<file path="config.mk">
export PLATFORM = sky130hd
export DESIGN_NAME = bb3_back
export DESIGN_NICKNAME = d
export VERILOG_FILES = /design/src/sv/bb3_pkg.sv /design/src/sv/bb3_back.sv
export SDC_FILE = /design/constraint.sdc
export NUM_CORES = 2
export LEC_CHECK = 0
export ABC_CLOCK_PERIOD_IN_PS = 12400
export BUFFER_PORTS_ARGS = -buffer_cell sky130_fd_sc_hd__buf_2
export CORE_MARGIN = 4
export CORE_UTILIZATION = 52
export DETAILED_ROUTE_END_ITERATION = 8
export GPL_TIMING_DRIVEN = 0
export PLACE_DENSITY = 0.76
export SETUP_SLACK_MARGIN = 0.4
export SLEW_MARGIN = 20
export SYNTH_ARGS = -nofsm -noshare
export SYNTH_HDL_FRONTEND = slang
export SYNTH_SLANG_ARGS = --single-unit
</file>
<file path="constraint.sdc">
create_clock -name clk -period 12.4 [get_ports clk]
set_input_delay 0 -clock clk [delete_from_list [all_inputs] [get_ports clk]]
set_output_delay 0 -clock clk [all_outputs]
set_load 0.01 [all_outputs]
</file>
<file path="src/sv/bb3_pkg.sv">
package bb3_pkg;

	localparam int MAX_WIDTH = 1024;
	localparam int AW = $clog2(MAX_WIDTH);
	localparam int QDEPTH = 2;
	localparam int RECIP_SHIFT = 17;

	localparam logic [1:0] REG_WIDTH = 2'd0;
	localparam logic [1:0] REG_HEIGHT = 2'd1;

	localparam int J_UL = 0;  // row r-1, col c-1
	localparam int J_UR = 1;  // row r-1, col c
	localparam int J_LL = 2;  // row r, col c-1
	localparam int J_LR = 3;  // row r, col c

	typedef struct packed {
		logic [7:0] blue;
		logic [7:0] green;
		logic [7:0] red;
	} pixel_t;

	typedef struct packed {
		logic [7:0]  out_red;
		logic [7:0]  out_green;
		logic [7:0]  out_blue;
		logic [15:0] out_row;
		logic [9:0]  out_col;
		logic        run_last;
		logic        frame_done;
	} result_t;

	typedef pixel_t [2:0][2:0] window_t;

	typedef struct packed {
		logic [10:0] width;
		logic [15:0] height;
		logic        restart;
	} cfg_t;

	typedef struct packed {
		window_t     win;
		logic [3:0]  jobs;
		logic [15:0] row;
		logic [9:0]  col;
		logic        r_ge1;
		logic        r_ge2;
		logic        c_ge1;
		logic        c_ge2;
	} job_rec_t;

	// ceil(2^17 / (2*cnt)), exact for every dividend the blur can produce
	function automatic logic [16:0] recip(input logic [3:0] cnt);
		logic [16:0] m;
		case (cnt)
			4'd1: m = 17'd65536;
			4'd2: m = 17'd32768;
			4'd3: m = 17'd21846;
			4'd4: m = 17'd16384;
			4'd5: m = 17'd13108;
			4'd6: m = 17'd10923;
			4'd7: m = 17'd9363;
			4'd8: m = 17'd8192;
			4'd9: m = 17'd7282;
			default: m = 17'd65536;
		endcase
		return m;
	endfunction

endpackage

</file>
<file path="src/sv/bb3_back.sv">
module bb3_back (
	input  logic              clk,
	input  logic              arst_n,
	input  logic              head_valid,
	input  bb3_pkg::job_rec_t head,
	output logic              pop,
	output bb3_pkg::result_t  result,
	output logic              result_valid,
	input  logic              result_ready
);

	logic [3:0] taken_q, remaining, sel;
	logic       take, last, adv1, adv2;
	logic       prow, pcol;
	logic [2:0] rmask, cmask;
	logic [11:0] sr, sg, sb;
	logic [3:0]  cnt;

	logic        v_s1;
	logic [12:0] xr_s1, xg_s1, xb_s1;
	logic [3:0]  cnt_s1;
	logic [15:0] row_s1;
	logic [9:0]  col_s1;
	logic        last_s1, done_s1;

	logic [16:0] m;
	logic [29:0] pr, pg, pb;

	assign remaining = head.jobs & ~taken_q;
	assign sel       = remaining & (~remaining + 4'd1);
	assign last      = ((remaining & ~sel) == 4'd0);

	assign adv2 = !result_valid || result_ready;
	assign adv1 = !v_s1 || adv2;
	assign take = head_valid && adv1;
	assign pop  = take && last;

	always_ff @(posedge clk or negedge arst_n) begin
		if (!arst_n) taken_q <= '0;
		else if (pop) taken_q <= '0;
		else if (take) taken_q <= taken_q | sel;
	end

	// which output of the four: upper row and/or left column of the window
	assign prow  = sel[bb3_pkg::J_UL] || sel[bb3_pkg::J_UR];
	assign pcol  = sel[bb3_pkg::J_UL] || sel[bb3_pkg::J_LL];
	assign rmask = prow ? {1'b1, 1'b1, head.r_ge2} : {1'b1, head.r_ge1, 1'b0};
	assign cmask = pcol ? {1'b1, 1'b1, head.c_ge2} : {1'b1, head.c_ge1, 1'b0};

	always_comb begin
		sr  = '0;
		sg  = '0;
		sb  = '0;
		cnt = '0;
		for (int i = 0; i < 3; i++) begin
			for (int j = 0; j < 3; j++) begin
				if (rmask[i] && cmask[j]) begin
					sr  = sr + 12'(head.win[i][j].red);
					sg  = sg + 12'(head.win[i][j].green);
					sb  = sb + 12'(head.win[i][j].blue);
					cnt = cnt + 4'd1;
				end
			end
		end
	end

	always_ff @(posedge clk or negedge arst_n) begin
		if (!arst_n) v_s1 <= 1'b0;
		else if (adv1) v_s1 <= take;
	end

	always_ff @(posedge clk) begin
		if (take) begin
			xr_s1   <= {sr, 1'b0} + 13'(cnt);
			xg_s1   <= {sg, 1'b0} + 13'(cnt);
			xb_s1   <= {sb, 1'b0} + 13'(cnt);
			cnt_s1  <= cnt;
			row_s1  <= prow ? head.row - 16'd1 : head.row;
			col_s1  <= pcol ? head.col - 10'd1 : head.col;
			last_s1 <= last;
			done_s1 <= sel[bb3_pkg::J_LR];
		end
	end

	// rounded mean by reciprocal multiply
	assign m  = bb3_pkg::recip(cnt_s1);
	assign pr = 30'(xr_s1) * 30'(m);
	assign pg = 30'(xg_s1) * 30'(m);
	assign pb = 30'(xb_s1) * 30'(m);

	always_ff @(posedge clk or negedge arst_n) begin
		if (!arst_n) result_valid <= 1'b0;
		else if (adv2) result_valid <= v_s1;
	end

	always_ff @(posedge clk) begin
		if (adv2 && v_s1) begin
			result.out_red    <= pr[bb3_pkg::RECIP_SHIFT +: 8];
			result.out_green  <= pg[bb3_pkg::RECIP_SHIFT +: 8];
			result.out_blue   <= pb[bb3_pkg::RECIP_SHIFT +: 8];
			result.out_row    <= row_s1;
			result.out_col    <= col_s1;
			result.run_last   <= last_s1;
			result.frame_done <= done_s1;
		end
	end

endmodule

</file>
==> impl_metrics.py <==
metrics = {
    "worst_hold_path": {
        "timing.hold.worst_endpoint": "xr_s1[1]",
        "min-delay-path-class": "in2reg",
        "holdPathStages": 3,
        "hold_path_start": "head[226]",
    },
    "synth": {
        "yosys.cell_types.count": 91,
        "post_synth_mux_area_share_pct": 0.6615,
        "synthDominantCellAreaShare_pct": 29.94,
        "synthesis.instances": 3787,
        "ys_seq_area_share_pct": 12.25,
        "post_synth_instance_area_mm2": 0.03310,
        "compound_gate_fraction_of_synth_area_pct": 10.69,
        "postSynth.asyncResetShare_pct": 4.255,
        "synth_adder_area_share_pct": 43.83,
        "ys.warnings.count": 0,
        "ys.flop_type": "sky130_fd_sc_hd__edfxtp_1",
        "synth_enable_flop_cells": 120,
        "yosys.area_share.xor_xnor_pct": 7.005,
        "synth.ff_latch_count": 141,
        "synth_top_family_by_area": "adder cells",
        "post_synth_and_or_nand_nor_area_fraction_pct": 16.57,
        "synthDominantAreaCellType": "sky130_fd_sc_hd__fa_1",
        "mean_instance_size_in_the_synthesized_netlist_um2": 8.740,
        "synthesis.nets": 4901,
        "netlist_top_cells_area": "sky130_fd_sc_hd__fa_1 (30%), sky130_fd_sc_hd__ha_1 (14%), sky130_fd_sc_hd__edfxtp_1 (11%)",
    },
    "grt": {
        "pin_count_of_the_biggest_net_entering_global_routing": 75,
        "globalRouteTotalUtil_pct": 28.64,
        "first_global_vias": 27540,
        "globalRouteOverflowTotal": 0,
        "grt_first_pass_wirelength_um": 150100,
        "number_of_antenna_violations_at_the_first_check_in_global_routing": 26,
    },
    "critical_path": {
        "reg2reg_to": "xg_s1[12]",
        "worstSetupEndpointType": "flop",
        "crit_slowest_cell": "sky130_fd_sc_hd__fa_1",
        "launching_element_type_of_the_critical_path": "flop",
        "critPathArrivalTime_ps": 11290,
        "critical-path-top-cell-by-count": "sky130_fd_sc_hd__ha_1",
        "worst_path_dominant_cell_family": "compound AO/OA/AOI/OAI gates",
        "critPathRequiredTime_ps": 12590,
        "cp_slowest_stage_delay_ps": 450,
        "worstReg2RegStart": "taken_q[0]",
        "rr_worst_depth": 52,
        "rrSetupSlack_ps": 1300,
        "critPathMaxFanout": 10,
        "timing.critical_path.buf_inv": 4,
        "timing.setup.critical_path_class": "reg2reg",
    },
    "floorplanning": {
        "placeableCoreArea_mm2": 0.06308,
        "num_rows": 92,
        "initial_core_util_pct": 52.47,
        "die_width_um": 260.3,
        "die_area_mm2": 0.06775,
        "floorplan.die.height_um": 260.3,
        "number_of_placed_i_o_pins": 308,
    },
    "sta": {
        "slew_of_the_pin_with_the_lowest_slew_margin_ps": 1046,
        "min_period_over_period_pct": 89.50,
        "hold_viol": 0,
        "setup_viol": 0,
        "fin_crit_ps": 11100,
        "worst_slew_margin_rel_pct": 29.34,
        "finalSetupTns_ps": 0,
        "timing_max_transition_violations_final": 0,
        "finClkSkew_ps": 20.62,
        "max_freq_mhz": 90.11,
        "grt_setup_unrepaired": "no",
    },
    "placed_design": {
        "globalplace.congestion": 1.031,
        "port_buffers": 307,
        "place.detailed.hpwl_um": 82070,
    },
    "clocking": {
        "htreeDepth": 4,
        "cts-buffers-inserted": 17,
        "clk_latency_ps": 450,
        "clockRootBuffer": "sky130_fd_sc_hd__clkbuf_16",
        "clk_pin_slew_ps": 70,
        "tritoncts": "built",
        "cts_post_setup_buffers_inserted": 0,
        "cts_max_path_buffers": 2,
        "cts_sinks": 141,
    },
    "routing": {
        "drt_iter0_markers": 1832,
        "vias": 27310,
        "drt-total-wl_um": 96910,
        "firstDrtPassIters": 6,
        "ant_nets": 0,
        "detail_route.drc_violations": 0,
        "dr_vias_cell": 5.429,
        "wl_per_cell_um": 19.26,
    },
    "finish": {
        "layout_cells_sized_above_1_pct": 9.442,
        "nNetsFinal": 5274,
        "area_delta_synth_final_pct": 11.32,
        "most_common_library_cell_in_the_layout_ignoring_fill_and_taps": "sky130_fd_sc_hd__inv_1",
        "final_core_util_pct": 58.41,
        "final_cell_mix": "sky130_fd_sc_hd__inv_1 (657), sky130_fd_sc_hd__nand2_1 (514), sky130_fd_sc_hd__fa_1 (495), sky130_fd_sc_hd__ha_1 (365), sky130_fd_sc_hd__buf_2 (307)",
    },
    "run": {
        "cap_viol_max_count": 0,
    },
    "run_status": {
        "outcome": "completed",
    },
}
## stage by stage
stage	hold slack (ps)	instance area, µm²	worst slack, ps	cells
global placement	-167.0	35690	1638	4940
global route	40.94	36820	407.1	5020
detailed placement	-151.5	35750	1498	4942
finish	16.51	36850	1303	5031
CTS	19.91	36820	1442	5019
floorplan	-295.6	33100	2936	3787
## worst max path at each step
| stage | startpoint | endpoint | slack [ps] | cells past startpoint |
|---|---|---|---|---|
| floorplan | taken_q[0] | xg_s1[12] | 2940 | 52 |
| global placement | taken_q[0] | xg_s1[12] | 1640 | 52 |
| detailed placement | taken_q[0] | xg_s1[12] | 1500 | 52 |
| CTS | taken_q[0] | xg_s1[12] | 1440 | 52 |
| global route | taken_q[0] | xg_s1[12] | 410 | 52 |
| finish | taken_q[0] | xg_s1[12] | 1300 | 52 |
## registers in the layout (all words and copies together) (netlist names)
register,cells
row_s1,16
m,15
col_s1,10
last_s1,1
xr_s1,13
taken_q,4
result_valid,1
cnt_s1,3
v_s1,1
result,52
xb_s1,12
xg_s1,12
done_s1,1
## per-layer routing
layer,share of wire [%],vias to the layer above,track usage (%)
li1,-,12810,-
met1,37,13120,34.58
met2,49,1097,49.21
met3,8.6,268,6.531
met4,5.2,24,12.40
met5,0.15,-,0
## synthesized netlist by cell type (all sizes together), types with 13 or more instances
master	number
nor2b	67
o21a	37
nor3	43
nand2b	26
xor2	86
a21boi	17
clkbuf	124
ha	365
o21bai	13
a21o	68
and2	227
o21ai	156
dfxtp	15
o31ai	23
a31oi	15
nand3	29
inv	657
edfxtp	120
fa	495
nor2	188
a211oi	24
xnor2	164
a21oi	153
and3	13
nand2	515
## timing repair
item / CTS / global route
endpoints found under the hold margin: 37 / 0
hold buffers: 45 / 0
gates resized for setup: 0 / 0
## cells by family after synthesis
group / count (synthesis)
buf+inv: 788
mux: 19
compound gates: 559
fa+ha+maj: 863
xor+xnor: 253
simple gates: 1164
flops: 141
## worst reg2reg max path: cells and delay by family (launching register included)
| family | cells | cell delay [ps] |
|---|---|---|
| compound gates | 19 | 3340 |
| fa+ha+maj | 9 | 2840 |
| simple gates | 15 | 2460 |
| buf+inv | 4 | 970 |
| xor+xnor | 5 | 840 |
| flops | 1 | 410 |
## final cells by class
type	count	area (µm²)
flip-flops and latches	141	4054
multi-input cells	2858	26080
fillers	5622	26230
clock buffers	17	425.4
well taps	846	1059
inverters	658	2475
diodes	12	30.03
clock inverters	15	186.4
plain buffers	130	506.7
repair buffers	354	2034
Power is not shown: default switching activity piles up to over one toggle a cycle in this logic, so the estimate is an artifact.
