==> config.mk <==
export PLATFORM = sky130hd
export DESIGN_NAME = bb3_queue
export DESIGN_NICKNAME = d
export VERILOG_FILES = /design/src/sv/bb3_pkg.sv /design/src/sv/bb3_queue.sv
export SDC_FILE = /design/constraint.sdc
export NUM_CORES = 1
export LEC_CHECK = 0
export BUFFER_PORTS_ARGS = -buffer_cell sky130_fd_sc_hd__buf_2
export CORE_ASPECT_RATIO = 1.1
export CORE_MARGIN = 2
export CORE_UTILIZATION = 40
export CTS_BUF_LIST = sky130_fd_sc_hd__clkbuf_4
export CTS_CLUSTER_SIZE = 10
export DETAILED_ROUTE_END_ITERATION = 6
export MAX_ROUTING_LAYER = met4
export PLACE_DENSITY = 0.61
export SLEW_MARGIN = 10
export SYNTH_ARGS = -nofsm -noshare
export SYNTH_HDL_FRONTEND = slang
export SYNTH_SLANG_ARGS = --single-unit
==> constraint.sdc <==
create_clock -name clk -period 34.8 [get_ports clk]
set_clock_uncertainty 0.2 [all_clocks]
set_input_delay 3.48 -clock clk [delete_from_list [all_inputs] [get_ports clk]]
set_output_delay 3.48 -clock clk [all_outputs]
set_load 0.01 [all_outputs]
==> src/sv/bb3_pkg.sv <==
package bb3_pkg;

	localparam int MAX_WIDTH = 1024;
	localparam int AW = $clog2(MAX_WIDTH);
	localparam int QDEPTH = 2;
	localparam int RECIP_SHIFT = 17;

	localparam logic [1:0] REG_WIDTH = 2'd0;
	localparam logic [1:0] REG_HEIGHT = 2'd1;

	localparam int J_UL = 0;  // row r-1, col c-1
	localparam int J_UR = 1;  // row r-1, col c
	localparam int J_LL = 2;  // row r, col c-1
	localparam int J_LR = 3;  // row r, col c

	typedef struct packed {
		logic [7:0] blue;
		logic [7:0] green;
		logic [7:0] red;
	} pixel_t;

	typedef struct packed {
		logic [7:0]  out_red;
		logic [7:0]  out_green;
		logic [7:0]  out_blue;
		logic [15:0] out_row;
		logic [9:0]  out_col;
		logic        run_last;
		logic        frame_done;
	} result_t;

	typedef pixel_t [2:0][2:0] window_t;

	typedef struct packed {
		logic [10:0] width;
		logic [15:0] height;
		logic        restart;
	} cfg_t;

	typedef struct packed {
		window_t     win;
		logic [3:0]  jobs;
		logic [15:0] row;
		logic [9:0]  col;
		logic        r_ge1;
		logic        r_ge2;
		logic        c_ge1;
		logic        c_ge2;
	} job_rec_t;

	// ceil(2^17 / (2*cnt)), exact for every dividend the blur can produce
	function automatic logic [16:0] recip(input logic [3:0] cnt);
		logic [16:0] m;
		case (cnt)
			4'd1: m = 17'd65536;
			4'd2: m = 17'd32768;
			4'd3: m = 17'd21846;
			4'd4: m = 17'd16384;
			4'd5: m = 17'd13108;
			4'd6: m = 17'd10923;
			4'd7: m = 17'd9363;
			4'd8: m = 17'd8192;
			4'd9: m = 17'd7282;
			default: m = 17'd65536;
		endcase
		return m;
	endfunction

endpackage

==> src/sv/bb3_queue.sv <==
module bb3_queue (
	input  logic              clk,
	input  logic              arst_n,
	input  logic              push,
	input  bb3_pkg::job_rec_t push_rec,
	output logic              full,
	input  logic              pop,
	output logic              head_valid,
	output bb3_pkg::job_rec_t head
);

	localparam int PW = (bb3_pkg::QDEPTH > 1) ? $clog2(bb3_pkg::QDEPTH) : 1;
	localparam int CW = $clog2(bb3_pkg::QDEPTH + 1);

	bb3_pkg::job_rec_t slots_q [bb3_pkg::QDEPTH];
	logic [PW-1:0] wp_q, rp_q;
	logic [CW-1:0] count_q;

	assign full       = (count_q == CW'(bb3_pkg::QDEPTH));
	assign head_valid = (count_q != '0);
	assign head       = slots_q[rp_q];

	always_ff @(posedge clk) begin
		if (push) slots_q[wp_q] <= push_rec;
	end

	always_ff @(posedge clk or negedge arst_n) begin
		if (!arst_n) begin
			wp_q    <= '0;
			rp_q    <= '0;
			count_q <= '0;
		end else begin
			if (push) wp_q <= (wp_q == PW'(bb3_pkg::QDEPTH - 1)) ? '0 : wp_q + PW'(1);
			if (pop) rp_q <= (rp_q == PW'(bb3_pkg::QDEPTH - 1)) ? '0 : rp_q + PW'(1);
			if (push && !pop) count_q <= count_q + CW'(1);
			else if (pop && !push) count_q <= count_q - CW'(1);
		end
	end

`ifndef SYNTHESIS
	a_no_overflow: assert property (@(posedge clk) disable iff (!arst_n) !(push && full))
		else $error("queue written while full");
	a_no_underflow: assert property (@(posedge clk) disable iff (!arst_n) pop |-> head_valid)
		else $error("queue read while empty");
	a_count_track: assert property (@(posedge clk) disable iff (!arst_n)
		(push && !pop) |=> (count_q == $past(count_q) + CW'(1)))
		else $error("queue count lost a write");
`endif

endmodule

==> results.md, run 1 <==
* Slew at the pin closest to its max-slew limit at ~1100 ps
* Largest net degree at the start of global routing at 178
* Reg-to-reg slack, setup at about 31000 ps
* Core box area at ~0.047 sq mm
* DRC errors left at 0
* Largest family of logic cells by synthesized area: multiplexers
* WL final at 42500 microns
* WP data arrival at 3910 ps
* Worst Setup Slack, final at 27210 ps
* Final Util at 0.509
* CTS resizes at 0
* Commonest cells post-synth: edfxtp_1 (500), mux2_4 (190), mux2_2 (60), buf_6 (22), buf_2 (6)
* Final HPWL DP at 28600 microns
* Post-route non-filler standard cell count at 2147
* Crit-path leading delay family: buffers and inverters
* Power share of the clock group at 0.259
* Ports at 506
* CP Launch Type: flop
* Clk sink count at roughly 500
* Min Tclk post-route at approximately 7600 ps
* Grt ovf at 0
* Clk_lat worst skew at 900 ps
* Top post-synthesis cells by area: edfxtp_1 (79%), mux2_4 (15%), mux2_2 (3.6%), buf_6 (1.3%), dfrtp_1 (0.53%)
* Leak Pwr at 9.60 nW
* CP Max Fanout at 51
* DR iter-0 viols at 397
* Pint at between 1 and 1.5 mW
* Status: completed
* Reg clk slew, reported paths at 60 ps
* Switching portion of total power at 0.293
* Area grow syn2layout at 25.4%
* Inst Count DP at approximately 1900
* Setup violators final at 0
* Worst setup EP type: output port
* Setup Crit Path Kind: flop to output port
* Post-synth EDFFs at 500
* Via density at 4.55
* Req. time, crit path at 31120 ps
* Post CTS Setup Buffer Count at 0
* WP buf/inv at 3
* Pre-CTS setup slack at around 28000 ps
* Crit-path max cell delay at approximately 1100 ps
* I/O Buffers at approximately 510
* Initial Utilization at 0.406
* Class of the worst hold path: flop to flop
* Most common cell in the netlist: edfxtp_1
* #FFs+latches synth at 504
* Cell mode on critical path: buf_4
* Drt first pass iters at 4
* FP Rows at 83
* Xor/xnor share of the synthesized area at 0.00230
* Number of global-route vias before repair at about 10000
* Post-synthesis cell count at 794
* CTS tree: yes
* Vias at 9777
* Sequential power share at 0.437
* Rel. slew slack at 0.242
* Final slew viol count at 0
* CTS Buf Count at between 100 and 150
* Per-cell routed wire length at a little under 20 microns
* Largest area contributor in the netlist: edfxtp_1
* Hold-fix buffers, CTS at 0
* Global-route wire length before repair at 59900 microns
* Max_cap viols at 0
* Synthesized area at 0.0190 sq mm
* Synth top area share at 0.790
* Post-Synth Adder-Cell Area at 0.000658
* GP Congestion at ~0.8
* Seq/Total Area, Yosys at 0.795
* Post-synth top flop: edfxtp_1
* Ratio of cells with drive above 1 in the final layout at 0.650
* Syn nets at 1049
* Fill cells at 3979
* Clock Tree Buf Depth at 3
* RSZ-0062 raised after global routing: false
* Slowest CP cell: dfrtp_4
* FFs w/ async S/R, synth at 0.00794
* Final Hold Viols at 0
* Antenna Nets Post-Route at 0
* Max frequency at ~130 MHz
* Cell Pwr Density at 81.9 mW/mm^2
* Multiplexer share of the synthesized area at 0.186
* Yosys cell types at 14
* Setup TNS at 0 ps
* Simple-Gate Fraction of Synth Area at 0.00151
* Max VDD drop at between 40 and 50 uV
* Combinational share of power at 0.304
* Compound-Gate Fraction of Synth Area at 0
* Mapped Avg Cell Area at 23.9 sq um
* Tot GR Track Use at 0.174
* Clock Tree Root: clkbuf_4
* H-tree Lvls at 4
* Initial antenna violation count at 14
* Ys Warns at 0
* DIE AREA at 0.0493 sq mm
* CP Cell Sequence: buf_4 > buf_4 > mux2_4 > buf_2
* Die width at ~210 microns
* Nets at 1669
* Floorplan die height at 233 microns
* Tcrit/Tclk final at 0.218
* Psw at 0.572 mW
## layout by cell type (no fill, tap or decap), drive strengths merged
cell	instances
edfxtp	500
xnor2	1
mux2	250
bufinv	4
xor2	4
buf	514
inv	5
clkinvlp	2
nor2	1
and2	1
ha	1
clkbuf	192
dfrtp	4
or2	1
nor2b	2
diode	14
clkinv	14
## final timing paths
| path | start | cells after the start | endpoint |
|---|---|---|---|
| hold reg to reg | count_q[1] | 1 | count_q[1] |
| setup reg to reg | wp_q | 3 | slots_q[1][215] |
| hold / removal | count_q[1] | 1 | count_q[1] |
| setup / recovery | rp_q | 4 | head[124] |
| min in group asynchronous | arst_n | 1 | wp_q |
| max in group asynchronous | arst_n | 1 | rp_q |
## flip-flops by register name (all words and copies together) (netlist names)
register / count
count_q: 2
rp_q: 1
slots_q: 500
wp_q: 1
## layout make-up
cell class	instances	area (sq um)	share of cell area
diodes	14	35.0	0.00147
clock buffers	192	1440	0.0605
clock inverters	24	205	0.00861
inverters	1	3.75	0.000158
multi-input cells	261	3620	0.152
flip-flops and latches	504	15100	0.634
well taps	637	797	0.0334
repair buffers	514	2610	0.109
## power groups by stage
| stage | logic (mW) | registers, mW | clock network [mW] |
|---|---|---|---|
| finish | 0.594 | 0.853 | 0.505 |
| global route | 0.635 | 0.862 | 0.558 |
| CTS | 0.607 | 0.855 | 0.528 |
| detailed placement | 0.606 | 0.867 | 0 |
| global placement | 0.606 | 0.864 | 0 |
| floorplan | 0.421 | 0.881 | 0 |
## logic make-up after synthesis
group	after synthesis
flops	504
mux	250
fa+ha+maj	1
buf+inv	29
xor+xnor	5
simple gates	5
## stage by stage
stage,hold WS (ps),area [sq um],total power [mW]
2_1_floorplan,247,19000,1.30
3_3_place_gp,270,22200,1.47
3_5_place_dp,268,22200,1.47
4_1_cts,279,23800,1.99
5_1_grt,318,23800,2.06
6_report,278,23800,1.95
## per-layer routing
layer / vias up / part of all wire / global-route usage
met5: - / 0 / -
met4: 0 / 0.027 / 0.0852
met3: 77 / 0.084 / 0.0787
met2: 387 / 0.52 / 0.287
met1: 4791 / 0.36 / 0.175
li1: 4522 / - / -
(Power assumes the default switching activity.)
==> run 2, diff against run 1 <==
==> constraint.sdc (replaced) <==
create_clock -name clk -period 7.05 [get_ports clk]
set_clock_uncertainty 0.2 [all_clocks]
set_input_delay 0.705 -clock clk [delete_from_list [all_inputs] [get_ports clk]]
set_output_delay 0.705 -clock clk [all_outputs]
set_load 0.01 [all_outputs]
==> results.md, run 2 (synthesis results as in run 1) <==
* Max VDD drop at ~600 uV
* Clock Tree Root: clkbuf_4
* Worst path depth at 3
* Worst Setup Slack, final at 3520 ps
* DIE AREA at 0.0493 sq mm
* Crit path from: rp_q
* Setup TNS at 0 ps
* Reg-to-Reg Start: wp_q
* CP Launch Type: flop
* WL final at 42500 microns
* Tot GR Track Use at 0.175
* Pre-CTS setup slack at 4060 ps
* Critical path endpoint: head[33]
* H-tree Lvls at 4
* Worst hold path depth at 1
* Largest net degree at the start of global routing at 140
* Clk sink count at just over 500
* CTS Buf Count at 132
* DP Area at 0.0222 sq mm
* Area grow syn2layout at 38.7%
* Per-cell routed wire length at 17.8 microns
* Setup violators final at 0
* Tcrit/Tclk final at 0.501
* Nets at 1920
* Commonest cells after routing, fill and taps aside: buf_2 (505), edfxtp_1 (500), dlygate4sd3_1 (254)
* Grt ovf at 0
* Min Tclk post-route at 3530 ps
* Final Hold Viols at 0
* Reg clk slew, reported paths at 70 ps
* Initial Utilization at 0.406
* FP Rows at slightly above 80
* Slew at the pin closest to its max-slew limit at 1150 ps
* RSZ-0062 raised after global routing: false
* DRC errors left at 0
* Class of the worst hold path: flop to flop
* CTS resizes at 0
* Reg-to-reg slack, setup at 4460 ps
* Cell Pwr Density at 371 mW/mm^2
* Number of flip-flops in the largest register at 500
* Status: completed
* DR iter-0 viols at 413
* Core box area at 0.0468 sq mm
* Final Power at 9.78 mW
* Final slew viol count at 0
* WP buf/inv at 2
* Crit-path leading delay family: buffers and inverters
* Regs by FF count: slots_q: 500 flops, count_q: 2 flops
* Post CTS Setup Buffer Count at 0
* Max frequency at approximately 280 MHz
* R2R Path End: slots_q[1][187]
* Antenna Nets Post-Route at 0
* Slowest CP cell: buf_12
* Final HPWL DP at 26200 microns
* Global-route wire length before repair at 62300 microns
* CP Max Fanout at 133
* Setup Crit Path Kind: flop to output port
* Ratio of cells with drive above 1 in the final layout at 0.553
* Max_cap viols at 0
* Leak Pwr at 10.6 nW
* Hold-fix buffers, CTS at around 250
* Number of global-route vias before repair at 11696
* Most common library cell in the layout ignoring fill and taps: buf_2
* Hold WS at 316 ps
* Via density at between 4 and 5
* Drt first pass iters at 7
* Req. time, crit path at between 6000 and 7000 ps
* Hold Path Origin: count_q[1]
* Crit-path max cell delay at 530 ps
* WP data arrival at 2630 ps
* CTS tree: yes
* Ports at about 510
* Design area at 0.0264 sq mm
* Clk_lat worst skew at 830 ps
* Initial antenna violation count at 4
* Die width at 212 microns
* Vias at 10744
* Floorplan die height at 233 microns
* Reg2Reg Depth at 2
* CP Cell Sequence: buf_12 > mux2_4 > buf_2
* GP Congestion at 0.774
* Rel. slew slack at 0.236
* Worst setup EP type: output port
* I/O Buffers at 505
* Clock Tree Buf Depth at 3
* Biggest register: slots_q
## run 2: cell count changes in the layout (fill, tap and decap cells not counted), sizes merged
cell and change:
clkbuf -9, clkinvlp +2, bufinv +1, diode -11
buf -3, clkinv +3, dlygate4sd3 +254
## run 2: routing by layer
layer	up-vias	track usage	routed length [microns]
met2	411	0.295	22200
met5	-	-	0
met1	5231	0.178	15900
met3	110	0.0559	2810
met4	0	0.102	1590
li1	4992	-	-
## run 2: power by group
| part | internal, mW | total (mW) | switching (mW) |
|---|---|---|---|
| registers | 3.98 | 4.12 | 0.135 |
| logic | 1.56 | 3.16 | 1.60 |
| clock network | 1.37 | 2.50 | 1.13 |
## run 2: worst min path at each step
stage	to	slack, ps
global placement	count_q[1]	270
floorplan	count_q[0]	210
finish	count_q[1]	320
global route	slots_q[0][237]	280
CTS	slots_q[1][237]	240
detailed placement	count_q[1]	270
## run 2: stage by stage
stage	util	std cells
after CTS	0.563	2381
after global routing	0.563	2384
final	0.563	2384
after global placement	0.474	1914
after detailed placement	0.474	1914
after floorplan	-	794
## run 2: layout make-up
| type | count | area (sq um) |
|---|---|---|
| Antenna cell | 3 | 7.51 |
| Clock buffer | 183 | 1370 |
| Timing Repair Buffer | 765 | 5180 |
| Clock inverter | 30 | 267 |
| Sequential cell | 504 | 15100 |
| Multi-Input combinational cell | 261 | 3620 |
| Tap cell | 637 | 797 |
| Fill cell | 3633 | 20500 |
| Inverter | 1 | 3.75 |
## run 2: worst register-to-register path, stage by stage, from the launching register on
cell     delay (ps)
dfrtp_1         430
and2_4          650
buf_4           820
